File: src/rtl/deq_pkg.sv
// Shared types and constants of the double-ended queue.
`timescale 1ns / 1ps
package deq_pkg;

	localparam int unsigned WordWidth   = 32;
	localparam int unsigned OpWidth     = 2;
	localparam int unsigned StatusWidth = 2;
	localparam int unsigned CountWidth  = 5;

	typedef enum logic [OpWidth-1:0] {
		OP_PUSH_FRONT = 2'd0,
		OP_PUSH_BACK  = 2'd1,
		OP_POP_FRONT  = 2'd2,
		OP_POP_BACK   = 2'd3
	} opcode_t;

	typedef enum logic [StatusWidth-1:0] {
		ST_OK    = 2'd0,
		ST_EMPTY = 2'd1,
		ST_FULL  = 2'd2
	} status_t;

	typedef enum logic [1:0] {
		S_IDLE,
		S_EXEC,
		S_DONE
	} state_t;

	// controller -> datapath
	typedef struct packed {
		logic load;   // capture the accepted item
		logic exec;   // apply the captured operation
	} dp_cmd_t;

endpackage

File: src/rtl/deq_if.sv
// Handshake channels of the double-ended queue: request and response.
`timescale 1ns / 1ps
interface deq_req_if;
	logic                                valid;
	logic                                ready;
	logic [deq_pkg::OpWidth-1:0]         opcode;
	logic signed [deq_pkg::WordWidth-1:0] push_value;

	modport source (output valid, output opcode, output push_value, input ready);
	modport sink   (input valid, input opcode, input push_value, output ready);
endinterface

interface deq_rsp_if;
	logic                                 valid;
	logic                                 ready;
	logic signed [deq_pkg::WordWidth-1:0] removed_value;
	logic [deq_pkg::StatusWidth-1:0]      status;
	logic                                 is_empty;
	logic [deq_pkg::CountWidth-1:0]       entry_count;

	modport source (output valid, output removed_value, output status,
		output is_empty, output entry_count, input ready);
	modport sink   (input valid, input removed_value, input status,
		input is_empty, input entry_count, output ready);
endinterface

File: src/rtl/deq_ctrl.sv
// Sequencing state machine of the double-ended queue.
`timescale 1ns / 1ps
module deq_ctrl (
	input  logic              clk,
	input  logic              arst_n,
	input  logic              req_valid,
	output logic              req_ready,
	output logic              rsp_valid,
	input  logic              rsp_ready,
	output deq_pkg::dp_cmd_t  cmd
);

	deq_pkg::state_t state_q, state_d;

	always_ff @(posedge clk or negedge arst_n) begin
		if (!arst_n) begin
			state_q <= deq_pkg::S_IDLE;
		end else begin
			state_q <= state_d;
		end
	end

	always_comb begin
		state_d   = state_q;
		req_ready = 1'b0;
		rsp_valid = 1'b0;
		cmd       = '0;
		case (state_q)
			deq_pkg::S_IDLE: begin
				req_ready = 1'b1;
				if (req_valid) begin
					cmd.load = 1'b1;
					state_d  = deq_pkg::S_EXEC;
				end
			end
			deq_pkg::S_EXEC: begin
				cmd.exec = 1'b1;
				state_d  = deq_pkg::S_DONE;
			end
			deq_pkg::S_DONE: begin
				rsp_valid = 1'b1;
				if (rsp_ready) begin
					state_d = deq_pkg::S_IDLE;
				end
			end
			default: begin
				state_d = deq_pkg::S_IDLE;
			end
		endcase
	end

endmodule

File: src/rtl/deq_dp.sv
// Ring store, front pointer and count of the double-ended queue.
`timescale 1ns / 1ps
module deq_dp #(
	parameter int unsigned DEPTH = 16
) (
	input  logic                                  clk,
	input  logic                                  arst_n,
	input  deq_pkg::dp_cmd_t                      cmd,
	input  logic [deq_pkg::OpWidth-1:0]           opcode,
	input  logic signed [deq_pkg::WordWidth-1:0]  push_value,
	output logic signed [deq_pkg::WordWidth-1:0]  removed_value,
	output logic [deq_pkg::StatusWidth-1:0]       status,
	output logic                                  is_empty,
	output logic [deq_pkg::CountWidth-1:0]        entry_count
);

	localparam int unsigned PW = (DEPTH > 1) ? $clog2(DEPTH) : 1;
	localparam int unsigned CW = $clog2(DEPTH + 1);
	localparam logic [PW-1:0] LastSlot = PW'(DEPTH - 1);
	localparam logic [PW:0]   DepthW   = (PW + 1)'(DEPTH);
	localparam logic [CW-1:0] FullCnt  = CW'(DEPTH);

	logic [deq_pkg::WordWidth-1:0] mem [DEPTH];

	logic [PW-1:0]                 front_q;
	logic [CW-1:0]                 cnt_q;
	deq_pkg::opcode_t              op_q;
	logic [deq_pkg::WordWidth-1:0] val_q;
	logic [deq_pkg::WordWidth-1:0] rd_q;
	deq_pkg::status_t              status_q;
	logic                          pop_ok_q;

	logic          is_push, is_full, is_none;
	logic [CW-1:0] back_off;
	logic [PW:0]   back_sum;
	logic [PW-1:0] back_slot, prev_slot, next_slot, slot;

	assign is_push = (op_q == deq_pkg::OP_PUSH_FRONT) || (op_q == deq_pkg::OP_PUSH_BACK);
	assign is_full = (cnt_q == FullCnt);
	assign is_none = (cnt_q == '0);

	// offset of the back slot: count for a push, count-1 for a pop
	assign back_off  = is_push ? cnt_q : cnt_q - CW'(1);
	assign back_sum  = (PW + 1)'(front_q) + (PW + 1)'(back_off);
	assign back_slot = (back_sum >= DepthW) ? PW'(back_sum - DepthW) : PW'(back_sum);
	assign prev_slot = (front_q == '0) ? LastSlot : front_q - PW'(1);
	assign next_slot = (front_q == LastSlot) ? '0 : front_q + PW'(1);

	always_comb begin
		case (op_q)
			deq_pkg::OP_PUSH_FRONT: slot = prev_slot;
			deq_pkg::OP_POP_FRONT:  slot = front_q;
			default:                slot = back_slot;
		endcase
	end

	// item capture
	always_ff @(posedge clk) begin
		if (cmd.load) begin
			op_q  <= deq_pkg::opcode_t'(opcode);
			val_q <= push_value;
		end
	end

	// store access: a write on a push that fits, and a registered read on every execute
	always_ff @(posedge clk) begin
		if (cmd.exec) begin
			if (is_push && !is_full) begin
				mem[slot] <= val_q;
			end
			rd_q <= mem[slot];
		end
	end

	always_ff @(posedge clk or negedge arst_n) begin
		if (!arst_n) begin
			front_q  <= '0;
			cnt_q    <= '0;
			status_q <= deq_pkg::ST_OK;
			pop_ok_q <= 1'b0;
		end else if (cmd.exec) begin
			pop_ok_q <= 1'b0;
			if (is_push) begin
				if (is_full) begin
					status_q <= deq_pkg::ST_FULL;
				end else begin
					status_q <= deq_pkg::ST_OK;
					cnt_q    <= cnt_q + CW'(1);
					if (op_q == deq_pkg::OP_PUSH_FRONT) begin
						front_q <= prev_slot;
					end
				end
			end else begin
				if (is_none) begin
					status_q <= deq_pkg::ST_EMPTY;
				end else begin
					status_q <= deq_pkg::ST_OK;
					pop_ok_q <= 1'b1;
					cnt_q    <= cnt_q - CW'(1);
					if (op_q == deq_pkg::OP_POP_FRONT) begin
						front_q <= next_slot;
					end
				end
			end
		end
	end

	assign removed_value = pop_ok_q ? rd_q : '0;
	assign status        = status_q;
	assign is_empty      = is_none;
	assign entry_count   = deq_pkg::CountWidth'(cnt_q);

endmodule

File: src/rtl/double_ended_queue.sv
// Top level of the bounded double-ended queue of signed words.
//
//  channel  role   fields
//  -------  -----  -----------------------------------------------
//  req      sink   opcode, push_value
//  rsp      source removed_value, status, is_empty, entry_count
//
//  Each item passes through three steps plus the wait on rsp: accept, execute
//  (one access of the ring store port), response. The store read is
//  registered, which sets the execute step apart from the response.
//  req.ready is high only while no item is in flight; one result per item.
//  Reset clears the front pointer and count; the ring store is not
//  cleared, since only pushed entries are ever returned in removed_value.
`timescale 1ns / 1ps
module double_ended_queue #(
	parameter int unsigned DEPTH = 16
) (
	input logic     clk,
	input logic     arst_n,
	deq_req_if.sink   req,
	deq_rsp_if.source rsp
);

	deq_pkg::dp_cmd_t cmd;

	// handshake sequencing
	deq_ctrl u_ctrl (
		.clk       (clk),
		.arst_n    (arst_n),
		.req_valid (req.valid),
		.req_ready (req.ready),
		.rsp_valid (rsp.valid),
		.rsp_ready (rsp.ready),
		.cmd       (cmd)
	);

	// ring store with front pointer and count
	deq_dp #(
		.DEPTH (DEPTH)
	) u_dp (
		.clk           (clk),
		.arst_n        (arst_n),
		.cmd           (cmd),
		.opcode        (req.opcode),
		.push_value    (req.push_value),
		.removed_value (rsp.removed_value),
		.status        (rsp.status),
		.is_empty      (rsp.is_empty),
		.entry_count   (rsp.entry_count)
	);

endmodule

File: src/flat_wrapper.sv
// flat-port wrapper written by rule: the top's interface ports become plain ports
module double_ended_queue_flat 
#(
	parameter int unsigned DEPTH = 16
)
  (clk, arst_n, req_valid, req_opcode, req_push_value, req_ready, rsp_valid, rsp_removed_value, rsp_status, rsp_is_empty, rsp_entry_count, rsp_ready);
  deq_req_if req_i ();
  deq_rsp_if rsp_i ();
  input logic clk;
  input logic arst_n;
  input wire logic [$bits(req_i.valid)-1:0] req_valid;
  input wire logic [$bits(req_i.opcode)-1:0] req_opcode;
  input wire logic [$bits(req_i.push_value)-1:0] req_push_value;
  output wire logic [$bits(req_i.ready)-1:0] req_ready;
  output wire logic [$bits(rsp_i.valid)-1:0] rsp_valid;
  output wire logic [$bits(rsp_i.removed_value)-1:0] rsp_removed_value;
  output wire logic [$bits(rsp_i.status)-1:0] rsp_status;
  output wire logic [$bits(rsp_i.is_empty)-1:0] rsp_is_empty;
  output wire logic [$bits(rsp_i.entry_count)-1:0] rsp_entry_count;
  input wire logic [$bits(rsp_i.ready)-1:0] rsp_ready;
  assign req_i.valid = req_valid;
  assign req_i.opcode = req_opcode;
  assign req_i.push_value = req_push_value;
  assign req_ready = req_i.ready;
  assign rsp_valid = rsp_i.valid;
  assign rsp_removed_value = rsp_i.removed_value;
  assign rsp_status = rsp_i.status;
  assign rsp_is_empty = rsp_i.is_empty;
  assign rsp_entry_count = rsp_i.entry_count;
  assign rsp_i.ready = rsp_ready;
  double_ended_queue #(.DEPTH(DEPTH)) u_core (.clk(clk), .arst_n(arst_n), .req(req_i), .rsp(rsp_i));
endmodule
File: config.mk
export PLATFORM = sky130hd
export DESIGN_NAME = double_ended_queue_flat
export DESIGN_NICKNAME = d
export VERILOG_FILES = /design/src/rtl/deq_pkg.sv /design/src/rtl/deq_if.sv /design/src/rtl/deq_ctrl.sv /design/src/rtl/deq_dp.sv /design/src/rtl/double_ended_queue.sv /design/src/flat_wrapper.sv
export SDC_FILE = /design/constraint.sdc
export NUM_CORES = 1
export LEC_CHECK = 0
export BUFFER_PORTS_ARGS = -buffer_cell sky130_fd_sc_hd__buf_4
export CORE_MARGIN = 4
export CORE_UTILIZATION = 57
export CTS_CLUSTER_DIAMETER = 120
export DETAILED_ROUTE_END_ITERATION = 6
export PLACE_DENSITY_LB_ADDON = 0.08
export SYNTH_ARGS = -nofsm -noshare
export SYNTH_HDL_FRONTEND = slang
export SYNTH_HIERARCHICAL = 1
export SYNTH_SLANG_ARGS = --single-unit
File: constraint.sdc
create_clock -name clk -period 5.17 [get_ports clk]
set_input_delay 0 -clock clk [delete_from_list [all_inputs] [get_ports clk]]
set_output_delay 0 -clock clk [all_outputs]
set_load 0.03 [all_outputs]
==> results.toml, run 1 <==
[global_routing]
grt_pass1_vias = 18404
grt_max_degree = 107
track_usage = 0.304
antenna_found_initial = 1
grt_pass1_wl_mm = 117
globalRouteOverflowTotal = 0

[timing]
drv_slew = 0
min_period_ns = 4.68
setup-violations-final = 0
final-hold-violation-count = 0
worst_pin_slew_ns = 1.11
setup-tns-final_ns = 0
fin_hold_ws_ns = 0.0802
fin_crit_sh = 0.906
rsz0062_at_grt = "no"
fin_ws_ns = 0.487
max-slew-margin-rel = 0.258
max_freq_mhz = 214
clock_skew_ns = 0.0233

[logic_synthesis]
synthesis.nets = 1958
ys_seq_area_frac = 0.644
synth_area_um2 = 27500
avgSynthCellArea_um2 = 14.4
synth-seq-cells = 592
synth_cells = 1909
synth_edf_count = 578
async_flop_share = 0.0236
synthFlopType = "edfxtp_1"
synth_cell_type_count = 61
ys_warn_count = 6

[worst_hold_path]
hold_path_startpoint = "req_push_value[24]"
holdPathStages = 2
holdPathEnd = "u_core/u_dp/val_q[24]"
min_path_type = "input pin to flip-flop"

[run]
maxCapViolCount = 0

[route]
dr.first_iter.drc_count = 2158
first_pass_iters = 7
vias = 18330
ant_nets = 0
wl_mm = 79.3
drcViolationCount = 0
post_drt_wl_per_cell_um = 30.1
viasPerCell = 6.96

[clocking]
cts_tree = "done"
cts-resized-gates = 0
numCtsBuffers = 60
cts_setup_buffers = 0
hold_buffers = 38
clk_latency_ns = 0.63
cts_root_buffer = "clkbuf_16"
cts.sinks = 592
clockBufferDepth = 3
path_clk_slew_ns = 0.07
htree_levels = 2

[floorplan]
die_w_um = 228
initial_core_util = 0.576
io_pins = 80
die_area_um2 = 51800
core_um2 = 47700
rows = 80
die_h_um = 228

[power]
seqPwrFrac = 0.304
power_density_nw_per_um2 = 700
vdd_drop_max_mv = 0.788
p_int_mw = 12.7
p_leak_nw = 10.7
clkPwrFrac = 0.192
power_frac_comb = 0.504
finalPower_mw = 21.8
power_switching_mw = 9.08
power_switching_share = 0.417

[setup_path]
crit_path_max_fanout = 40
critical_path_class = "flip-flop to flip-flop"
worstPathRequired_ns = 5.50
ff2ff_setup_slack_ns = 0.49
worst_setup_path_end_kind = "flip-flop"
r2r_start = "u_core/u_dp/op_q[1]"
r2r_end = "u_core/u_dp/rd_q[28]"
cp-start-kind = "flip-flop"
r2r.worst_path.cells = 11
arrival_ns = 5.02

[finish]
fillerInstances = 3427
fin_util = 0.651
nNetsFinal = 2014
drive_gt1_frac = 0.228
final_cells = 2632
final_area_um2 = 31100
syn2layout_area_growth_pct = 13.1
n_antenna_cell = 0

[status]
outcome = "completed"

[place]
place_hpwl_mm = 42.3
numPortBuffers = 79
placedCellCount = 2480
place_congestion = 0.808
dpl_worst_slack_ns = 0.582
placed_area_um2 = 28800
[power groups by stage]
stage / sequential, mW / clock [mW] / combinational (mW)
after detailed placement: 6.69 / 0 / 10.7
after global routing: 6.65 / 4.46 / 11.5
after CTS: 6.60 / 4.23 / 10.8
final: 6.61 / 4.18 / 11.0
after floorplan: 6.45 / 0 / 7.65
after global placement: 6.69 / 0 / 10.5
[how the worst max path moves through the flow]
stage	endpoint	start	slack, ns
finish	u_core/u_dp/rd_q[28]	u_core/u_dp/op_q[1]	0.49
detailed placement	u_core/u_dp/rd_q[28]	u_core/u_dp/op_q[1]	0.58
global placement	u_core/u_dp/mem[7][9]	u_core/u_dp/op_q[1]	0.69
global route	u_core/u_dp/rd_q[16]	u_core/u_dp/op_q[1]	0.25
floorplan	u_core/u_dp/mem[0][0]	u_core/u_dp/op_q[1]	0.25
CTS	u_core/u_dp/mem[7][1]	u_core/u_dp/op_q[1]	0.55
[critical path, cell delays in order (launching register included)]
cell	delay (ns)
edfxtp_1	0.61
inv_1	0.16
ha_1	0.31
ha_1	0.19
inv_1	0.08
fa_4	1.07
nand2_4	0.31
and3_2	0.57
buf_4	0.36
and3_1	0.25
o32ai_1	0.29
o2111ai_1	0.15
[registers in the layout, indices dropped and copies added (netlist names)]
register	flops
u_core/u_dp/front_q	4
u_core/u_ctrl/state_q	2
u_core/u_dp/entry_count	5
u_core/u_dp/rd_q	32
u_core/u_dp/status	2
u_core/u_dp/mem	512
u_core/u_dp/op_q	2
u_core/u_dp/pop_ok_q	1
u_core/u_dp/val_q	32
[layer usage]
metal,GRT usage,up-vias,wire [um]
li1,-,7806,-
met3,0.0594,162,7250
met1,0.421,9402,31700
met2,0.491,960,37800
met4,0.0970,0,2490
met5,0,-,0
[final cells by class]
class / count / area [um2] / share of cell area
sequential: 592 / 17700 / 0.570
clock buffer: 81 / 1610 / 0.0519
multi-input combinational: 1058 / 8860 / 0.285
inverter: 77 / 289 / 0.00930
clock inverter: 33 / 260 / 0.00838
tap: 615 / 769 / 0.0248
timing repair buffer: 176 / 1580 / 0.0508
[logic make-up after synthesis]
kind of cell	after synthesis	synth area share
and+or+nand+nor	392	0.0804
adders and majority gates	11	0.00528
muxes	253	0.101
DFF	592	0.644
AOI/OAI and AO/OA	388	0.122
xor gates and xnor gates	14	0.00501
buffers and inverters	259	0.0414
[cells in the final DEF (no fill, tap or decap), types with 19 or more instances in the layout]
cell type      Yosys  layout
buf_4             13     125
inv_1             77      77
a211o_1           45      44
a32oi_1           62      62
clkbuf_16          0      61
clkbuf_1         106      19
o2111ai_1         86      86
o32ai_1           32      32
o311a_1           44      44
edfxtp_1         578     578
and3_1            64      63
mux2_2           188     188
o211ai_1          36      36
nand2_1           85      83
o221ai_1          44      44
and2_1            35      33
dlygate4sd3_1      0      38
mux2i_1           62      61
nor2b_1           66      65
nand4_1           80      80
[synthesized netlist by cell type, drive strengths merged, types with 44 or more instances]
master   number  area [um2]
edfxtp      578       17400
a32oi        62         543
clkbuf      106         398
o221ai       44         385
and3         64         400
inv          77         289
o2111ai      86         753
nand2        85         319
o311a        44         440
mux2i        65         671
buf          76         450
a211o        45         394
nand4        80         500
nor2b        66         413
mux2        188        2120
No activity file was read; power rests on OpenSTA's default activity.
==> inputs of run 2 (changes only) <==
==> constraint.sdc (replaced) <==
create_clock -name clk -period 3.9 [get_ports clk]
set_input_delay 0 -clock clk [delete_from_list [all_inputs] [get_ports clk]]
set_output_delay 0 -clock clk [all_outputs]
set_load 0.03 [all_outputs]
==> run 2 against run 1 <==
Compared with the run above:
- utilization up 1.0 points
- worst setup slack lost 0.33 ns
- wire length decreased by 1.8%
- count of clock-buffer cells in the layout decreased by 4
- design area is 1.5% higher
- die area is the same
- flip-flop and latch count unchanged
- register-to-register slack got worse by 0.33 ns
- clock skew up 0.0020 ns
- hold slack better by 0.0022 ns
- critical path type unchanged
==> results.toml, run 2 (synthesis gave the netlist of run 1 again) <==
[status]
outcome = "completed"

[setup_path]
startpoint = "u_core/u_dp/entry_count[0]"
worst_path_most_repeated_cell = "inv_1"
ff2ff_setup_slack_ns = 0.16
max_stage_delay_ns = 0.89
r2r.worst_path.cells = 11
worstPathRequired_ns = 4.25
critical_path_class = "flip-flop to flip-flop"
crit_chain = "inv_1, ha_1, a21oi_1, inv_1, fa_4, buf_12, mux2_2, a32oi_1, mux2i_1, o32ai_1, nand4_1"
r2r_start = "u_core/u_dp/entry_count[0]"
crit_path_max_fanout = 52
cp-start-kind = "flip-flop"
worst_setup_path_end_kind = "flip-flop"
crit_slowest_cell = "fa_4"
cp-endpoint = "u_core/u_dp/rd_q[1]"
arrival_ns = 4.09
r2r_end = "u_core/u_dp/rd_q[1]"

[clocking]
cts_root_buffer = "clkbuf_16"
clk_latency_ns = 0.63
cts.sinks = 592
path_clk_slew_ns = 0.06
cts_setup_buffers = 0
cts_tree = "done"
htree_levels = 2
clockBufferDepth = 3
numCtsBuffers = 60

[timing]
max-slew-margin-rel = 0.306
fin_ws_ns = 0.157
setup-violations-final = 0
rsz0062_at_grt = "yes"
worst_pin_slew_ns = 1.04
fin_hold_ws_ns = 0.0824
drv_slew = 0
min_period_ns = 3.74
max_freq_mhz = 267
clock_skew_ns = 0.0254
fin_crit_sh = 0.960
final-hold-violation-count = 0

[route]
viasPerCell = 6.90
drcViolationCount = 0
post_drt_wl_per_cell_um = 29.2
vias = 18400
ant_nets = 0
wl_mm = 77.9
dr.first_iter.drc_count = 2115
first_pass_iters = 5

[run]
maxCapViolCount = 0

[place]
place_hpwl_mm = 43.5
numPortBuffers = 79
dpl_worst_slack_ns = 0.0865
place_congestion = 0.822

[power]
clkPwrFrac = 0.186
p_int_mw = 17.4
power_density_nw_per_um2 = 938
power_switching_mw = 12.2
seqPwrFrac = 0.294
power_frac_comb = 0.521
p_leak_nw = 11.0
power_switching_share = 0.411
vdd_drop_max_mv = 0.810

[finish]
final_common_cell = "edfxtp_1"
nNetsFinal = 2053
reg_top3 = "u_core/u_dp/mem: 512 flops, u_core/u_dp/rd_q: 32 flops, u_core/u_dp/val_q: 32 flops"
syn2layout_area_growth_pct = 14.8
layout_common_cells = "edfxtp_1 (578), mux2_2 (188), buf_4 (149), o2111ai_1 (86), nand2_1 (81)"
regMostFlops = "u_core/u_dp/mem"
drive_gt1_frac = 0.241
largest_reg_flops = 512
fillerInstances = 3370

[floorplan]
die_w_um = 228
io_pins = 80
core_um2 = 47700
rows = 80
die_h_um = 228
die_area_um2 = 51800
initial_core_util = 0.576

[global_routing]
track_usage = 0.297
grt_max_degree = 90
grt_pass1_vias = 18267
globalRouteOverflowTotal = 0
grt_pass1_wl_mm = 115
antenna_found_initial = 1

[worst_hold_path]
min_path_type = "input pin to flip-flop"
==> run 2: worst min-delay path by stage <==
stage | to | from | cells after the start | slack (ns)
6_report | u_core/u_dp/val_q[23] | req_push_value[23] | 2 | 0.08
5_1_grt | u_core/u_dp/val_q[15] | req_push_value[15] | 2 | 0.08
4_1_cts | u_core/u_dp/val_q[23] | req_push_value[23] | 2 | 0.06
3_5_place_dp | u_core/u_ctrl/state_q[1] | arst_n | 1 | -0.14
3_3_place_gp | u_core/u_ctrl/state_q[0] | arst_n | 1 | -0.14
2_1_floorplan | u_core/u_ctrl/state_q[0] | arst_n | 0 | -0.30
==> run 2: critical path, delay by kind of cell (launching register included) <==
family / cells / cell delay (ns)
compound gates: 3 / 0.76
fa+ha+maj: 2 / 1.16
simple gates: 1 / 0.17
buf+inv: 3 / 0.51
mux: 2 / 0.48
flops: 1 / 0.38
==> run 2: cell type report <==
cell class | instances | area, um2 | share of cell area
Sequential cell | 592 | 17700 | 0.561
Multi-Input combinational cell | 1058 | 8870 | 0.281
Timing Repair Buffer | 215 | 2070 | 0.0657
Clock buffer | 77 | 1590 | 0.0503
Tap cell | 615 | 769 | 0.0244
Inverter | 77 | 289 | 0.00916
Clock inverter | 30 | 253 | 0.00801
Antenna cell | 1 | 2.50 | 0.0000793
==> run 2: timing repair <==
action                     in CTS  in global routing
hold buffers                   38                  0
resized for setup               0                  2
hold endpoints to repair       50                  0
setup endpoints to repair       0                  8
==> run 2: per-stage QoR <==
step / utilization / TNS (ns) / total power, mW / cell area [um2] / cells
finish: 0.661 / 0 / 29.6 / 31500 / 2665
CTS: 0.660 / 0 / 29.3 / 31500 / 2663
global route: 0.661 / -0.0103 / 30.8 / 31500 / 2664
global placement: 0.613 / 0 / 23.4 / 29300 / 2518
detailed placement: 0.613 / 0 / 23.7 / 29300 / 2518
floorplan: - / 0 / 18.8 / 27600 / 1909
==> run 2: power by group through the flow <==
stage	registers, mW	clock network (mW)	logic, mW
2_1_floorplan	8.54	0	10.3
3_3_place_gp	8.78	0	14.7
3_5_place_dp	8.80	0	14.9
4_1_cts	8.68	5.56	15.0
5_1_grt	8.74	5.85	16.2
6_report	8.69	5.50	15.4
==> run 2: routing by layer <==
layer	part of all wire	vias up	track usage	routed length, um
li1	-	7893	-	-
met1	0.41	9463	0.420	32200
met2	0.47	909	0.476	36900
met3	0.088	135	0.0557	6840
met4	0.026	0	0.0898	1990
met5	0	-	0	0
